### src/ara_pkg.sv
// Shared types, codes and sizes of the address range allocator.
// No dependencies; every other file refers to it by scoped names.
`default_nettype none
package ara_pkg;
   localparam int REGION_SLOTS = 64;
   localparam int TOTAL_SLOTS  = 2 * REGION_SLOTS;
   localparam int IDX_W        = $clog2(TOTAL_SLOTS);
   localparam int CNT_W        = $clog2(REGION_SLOTS + 1);
   localparam int PAGE_SHIFT   = 12;
   localparam logic [63:0] PAGE_BYTES = 64'(1) << PAGE_SHIFT;
   localparam logic [63:0] PAGE_MASK  = PAGE_BYTES - 64'(1);
   localparam int CSR_COUNT    = 4;
   localparam int CSR_AW       = 5;

   typedef logic [63:0]      addr_type;
   typedef logic [IDX_W-1:0] idx_type;
   typedef logic [CNT_W-1:0] cnt_type;
   typedef logic [15:0]      age_type;

   localparam logic [2:0] OP_RESERVE = 3'd0;
   localparam logic [2:0] OP_RELEASE = 3'd1;
   localparam logic [2:0] OP_LOOKUP  = 3'd2;
   localparam logic [2:0] OP_CARVE   = 3'd3;
   localparam logic [2:0] OP_INIT    = 3'd4;

   localparam logic [1:0] ST_OK     = 2'd0;
   localparam logic [1:0] ST_MISS   = 2'd1;
   localparam logic [1:0] ST_FULL   = 2'd2;
   localparam logic [1:0] ST_REJECT = 2'd3;

   localparam logic [1:0] CSR_KERNEL_BASE  = 2'd0;
   localparam logic [1:0] CSR_KERNEL_LIMIT = 2'd1;
   localparam logic [1:0] CSR_USER_BASE    = 2'd2;
   localparam logic [1:0] CSR_USER_LIMIT   = 2'd3;

   typedef enum logic [1:0] {
      PASS_INIT  = 2'd0,
      PASS_SCAN  = 2'd1,
      PASS_APPLY = 2'd2,
      PASS_CARVE = 2'd3
   } pass_type;

   typedef struct packed {
      logic     ok;
      idx_type  idx;
      logic     alloc;
      logic     used;
      logic     wr_lo;
      addr_type lo;
      logic     wr_hi;
      addr_type hi;
      logic     wr_age;
   } edit_type;

   typedef struct packed {
      logic     ok;
      idx_type  idx;
      addr_type lo;
      addr_type hi;
      age_type  age;
   } hit_type;

   typedef struct packed {
      logic          valid;
      pass_type      mode;
      logic          pool;
      logic          contain;
      logic          visit_en;
      logic          excl_en;
      idx_type       excl_idx;
      addr_type      aligned;
      addr_type      probe;
      addr_type      ref_lo;
      addr_type      cut_lo;
      addr_type      cut_hi;
      age_type       age;
      edit_type [2:0] ed;
      logic          halt;
      logic          mfb_ok;
      idx_type       mfb;
      logic          seek;
      addr_type      rem_lo;
      addr_type      rem_hi;
      logic          defer_ok;
      idx_type       defer_idx;
      hit_type       fit;
      logic          free_ok;
      idx_type       free_idx;
      hit_type       used0;
      hit_type       used1;
      hit_type       left;
      hit_type       right;
      cnt_type       splits;
      cnt_type       unalloc;
   } token_type;
endpackage
`default_nettype wire

### src/ara_csr.sv
// APB-style register file for the initial kernel and user ranges.
// Depends on ara_pkg for register indexes and widths.
`default_nettype none
module ara_csr (
   input  logic                         clock,
   input  logic                         reset,
   input  logic                         csr_psel,
   input  logic                         csr_penable,
   input  logic                         csr_pwrite,
   input  logic [ara_pkg::CSR_AW-1:0]   csr_paddr,
   input  logic [63:0]                  csr_pwdata,
   output logic [63:0]                  csr_prdata,
   output logic                         csr_pready,
   output ara_pkg::addr_type [ara_pkg::CSR_COUNT-1:0] cfg_o
);
   ara_pkg::addr_type [ara_pkg::CSR_COUNT-1:0] cfg_ff;
   logic [1:0] sel;

   assign sel        = csr_paddr[4:3];
   assign csr_pready = 1'b1;
   assign csr_prdata = cfg_ff[sel];
   assign cfg_o      = cfg_ff;

   always_ff @(posedge clock) begin
      if (reset) begin
         cfg_ff <= '0;
      end else if (csr_psel && csr_penable && csr_pwrite) begin
         cfg_ff[sel] <= csr_pwdata;
      end
   end
endmodule
`default_nettype wire

### config.mk
export PLATFORM = sky130hd
export DESIGN_NAME = ara_csr
export DESIGN_NICKNAME = d
export VERILOG_FILES = /design/src/ara_pkg.sv /design/src/ara_csr.sv
export SDC_FILE = /design/constraint.sdc
export NUM_CORES = 1
export LEC_CHECK = 0
export BUFFER_PORTS_ARGS = -buffer_cell sky130_fd_sc_hd__buf_2
export CORE_UTILIZATION = 51
export CTS_CLUSTER_SIZE = 8
export DETAILED_ROUTE_END_ITERATION = 8
export PLACE_DENSITY = 0.81
export RECOVER_POWER = 25
export SLEW_MARGIN = 20
export SYNTH_ARGS = -nofsm -noshare
export SYNTH_HDL_FRONTEND = slang
export SYNTH_SLANG_ARGS = --single-unit
### constraint.sdc
create_clock -name clock -period 1.5 [get_ports clock]
set_input_delay 0.225 -clock clock [delete_from_list [all_inputs] [get_ports clock]]
set_output_delay 0.225 -clock clock [all_outputs]
set_load 0.1 [all_outputs]
Word-level counts from Yosys, hierarchy flattened. Index checks and enable logic that the tools add are counted.

Latch bits: 0. Register bits: 256. Input bits: 74. Bits in writable memories: 0. Bits in read-only memories: 0. Output and inout bits: 321. Logic and storage cells: 14. Memories: 0.

Multiply operators: 0. Add/sub/neg operators: 0. Reductions and logical operators: 3. Divide/modulo/power cells: 0. $lt $le $gt $ge: 2. Eq/ne operators: 0. Muxes and demuxes: 5. Bitwise logic cells: 0. Shift operators: 0.

Operator list (count): 256-bit bitwise mux (1); 64-bit binary-select mux with 2-bit select (1); 64-bit demux with 2-bit select (1); 64-bit two-way mux (2); 1-bit logical AND (3); 2-bit by 3-bit < comparator with 1-bit output, second input constant (1); 2-bit by 1-bit >= comparator with 1-bit output, second input constant (1).

Logic depth before layout (Yosys ltp).
Depth in word-level cells: 5. Mapped depth: 5. Mapped depth without buffers: 3.

Worst setup path before layout. OpenSTA, ideal clock, no wires.

Path kind: reg2out. From: register cfg_ff, in the netlist cfg_o[178]. To: output port csr_prdata[50]. Buffers on the path: 0. Cell stages (with the launch flop): 2. Arrival: 1.724 ns. Path slack: -0.449 ns. Required time: 1.275 ns. Cells stage by stage: dfxtp_1 > mux4_2.

Longest elaborated chain between the ends: 2.

RTL lines: from (decl) (line ara_csr.sv:16) `ara_pkg::addr_type [ara_pkg::CSR_COUNT-1:0] cfg_ff;`; from (signal, indexed assignment) (line ara_csr.sv:28) `cfg_ff[sel] <= csr_pwdata;`; 64-bit binary-select mux with 2-bit select (line ara_csr.sv:21) `assign csr_prdata = cfg_ff[sel];`; 64-bit two-way mux (not written as such) (line ara_csr.sv:21); to (decl) (line ara_csr.sv:12) `output logic [63:0] csr_prdata,`.

Every way passes these cells. The select of a mux whose other input is x is not followed.

Worst setup path in the final report.
From: register cfg_ff, in the netlist cfg_o[218]. To: output port csr_prdata[26].

Same word-level chain as after synthesis.

==> impl_metrics.env <==
export IMPL_syn_inst=1062
export IMPL_drc=0
export IMPL_yosys_area_top_type_share_pct=43.95
export IMPL_clkLatencyLatePin_ps=480
export IMPL_critPathLaunchType="flop"
export IMPL_synth_area_um2=11660
export IMPL_grt_total_usage_pct=31.40
export IMPL_max_cap_violations=0
export IMPL_worst_r2r_path_depth=4
export IMPL_grt_overflow_total=0
export IMPL_gp_congestion=0.8563
export IMPL_hold_depth=3
export IMPL_cts_tree="done"
export IMPL_pwr_share_seq_pct=42.0
export IMPL_nNetsFinal=1562
export IMPL_die_y_um=153.2
export IMPL_cts_root_buffer="clkbuf_16"
export IMPL_crit_cells=2
export IMPL_row_count=54
export IMPL_io_buffers=390
export IMPL_hold_viol_final=0
export IMPL_min_period_over_period_pct=119.0
export IMPL_syn_num_nets=1136
export IMPL_die_area_um2=23470
export IMPL_cp_end_kind="output port"
export IMPL_num_vias=10130
export IMPL_cp_required_ps=1270
export IMPL_worst_slew_pin_slew_ps=623.1
export IMPL_power_density_nw_per_um2=904.5
export IMPL_max_freq_mhz=560.0
export IMPL_violations="negative setup slack"
export IMPL_h_tree_depth=2
export IMPL_first_pass_iters=7
export IMPL_pin_count=395
export IMPL_final_common_cell="nand2b_1"
export IMPL_worst_path_max_delay_cell="mux4_2"
export IMPL_ir_drop_v=0.0006798
export IMPL_cpLargestDelayFamily="multiplexers"
export IMPL_drive_above_1_share_pct=55.97
export IMPL_hp_class="primary input to flop"
export IMPL_cts_sinks=256
export IMPL_grt_pass1_vias=10550
export IMPL_hpwlAfterDp_mm=24.88
export IMPL_syn2layout_area_growth_pct=49.01
export IMPL_pwr_share_comb_pct=13.1
export IMPL_synth_area_top_cells="dfxtp_1 44%, mux2i_1 16%, nand2b_1 14%, mux4_2 12%, o21ai_0 5.1%"
export IMPL_clk_pin_slew_ps=50
export IMPL_yosysUniqueCellTypes=18
export IMPL_yosysTopAreaCell="dfxtp_1"
export IMPL_setup_viol=64
export IMPL_fin_hold_ws_ps=76.59
export IMPL_drv_slew=0
export IMPL_wl_per_cell_um=21.81
export IMPL_rsz0062_at_grt="yes"
export IMPL_ys_ff_latch=256
export IMPL_p_clk_share_pct=44.9
export IMPL_yosysSeqAreaShare_pct=43.95
export IMPL_path_buf_inv=1
export IMPL_grt_max_degree=67
export IMPL_holdBufCountCts=0
export IMPL_cp_cell_sequence="mux4_2 -> buf_6"
export IMPL_antenna_found_initial=2
export IMPL_via_per_inst=5.715
export IMPL_avgSynthCellArea_um2=10.98
export IMPL_die_w_um=153.2
export IMPL_final_cell_mix="257 x nand2b_1, 252 x dfxtp_4, 192 x mux2i_1"
export IMPL_cp_max_fo=3
export IMPL_grt_pass1_wl_mm=57.86
export IMPL_intPower_mw=11.51
export IMPL_cpPeakStageDelay_ps=510
export IMPL_clk_path_buf_depth=3
export IMPL_cts_buffers=37
export IMPL_swShare_pct=26.75
export IMPL_ant_nets=0
export IMPL_ys_warn_count=0
export IMPL_largest_reg_flops=256
export IMPL_routed_wl_mm=38.67
export IMPL_drtIter0Drc=395
export IMPL_fin_skew_ps=0
export IMPL_final_util_pct=78.64
export IMPL_p_sw_mw=4.203
export IMPL_crit_arrival_ps=1560
export IMPL_crit_type="flop to output port"
export IMPL_fin_crit_ps=1786
export IMPL_core_um2=22090
export IMPL_leakage_nw=7.880
export IMPL_outcome="finished with violations"
export IMPL_relSlewSlack_pct=58.46
export IMPL_worst_slack_ps=-285.7
export IMPL_initial_core_util_pct=52.77
-- area by class of cell --
| class | count | area [um^2] |
|---|---|---|
| Antenna cell | 1 | 2.502 |
| Timing Repair Buffer | 480 | 3940 |
| Multi-Input combinational cell | 712 | 6053 |
| Fill cell | 1289 | 4720 |
| Tap cell | 280 | 350.3 |
| Sequential cell | 256 | 6076 |
| Inverter | 1 | 3.754 |
| Clock buffer | 43 | 948.4 |
-- worst paths after layout --
check | endpoint | from | slack (ps)
max reg2reg | cfg_o[122]$_SDFFE_PP0P_ | cfg_o[122]$_SDFFE_PP0P_ | 570
max | csr_prdata[26] | cfg_o[218]$_SDFFE_PP0P_ | -290
min reg2reg | cfg_o[31]$_SDFFE_PP0P_ | cfg_o[31]$_SDFFE_PP0P_ | 490
min | cfg_o[64]$_SDFFE_PP0P_ | csr_pwdata[0] | 80
-- worst reg2reg max path, delay by kind of cell (launching register included) --
family,cells,cell delay [ps]
simple gates,1,130
flops,1,350
buf+inv,1,140
compound gates,2,180
-- metal layers --
layer	global-route usage [%]	up-vias	routed length, um
met5	0	-	8
met4	14.91	2	1619
met3	5.330	111	2369
met2	56.69	516	20370
met1	36.00	4966	14300
li1	-	4537	-
-- synthesized netlist by cell type (all sizes together) --
master,number
buf,38
or3,2
nor3,1
nand2b,257
conb,1
clkbuf,55
o21ai,128
mux2i,192
nor2b,64
nand4,1
nand3,1
or2,1
mux4,64
inv,1
dfxtp,256
-- cells by family after synthesis --
| group | count (synthesis) | synth area share, % |
|---|---|---|
| DFF | 256 | 43.95 |
| other | 1 | 0.03216 |
| muxes | 256 | 28.84 |
| AOI/OAI and AO/OA | 128 | 5.494 |
| and+or+nand+nor | 327 | 17.52 |
| buffers and inverters | 94 | 4.153 |
-- stage by stage --
step,cells,power (mW),setup WS [ps],setup TNS [ps],instance area [um^2]
3_3_place_gp,1687,8.654,-230.0,-25140,15340
6_report,1773,15.71,-285.7,-15290,17370
5_1_grt,1773,16.19,-312.7,-17760,17370
2_1_floorplan,1062,8.224,-421.7,-421.7,12710
4_1_cts,1767,15.79,-275.0,-15880,17170
3_5_place_dp,1687,8.680,-264.0,-28280,15340
-- power by group through the flow --
stage | clock (mW) | combinational (mW) | sequential [mW]
after CTS | 7.15 | 2.04 | 6.59
after global routing | 7.46 | 2.13 | 6.60
final | 7.06 | 2.06 | 6.60
after floorplan | 0 | 0.878 | 7.35
after global placement | 0 | 1.93 | 6.72
after detailed placement | 0 | 1.95 | 6.73
-- timing repair --
action                     4_1_cts  5_1_grt
pin swaps                        0        0
cloned                           0        0
setup endpoints to repair      165      173
setup buffers                   37        5
resized for setup              213      122
(Power assumes the default switching activity.)
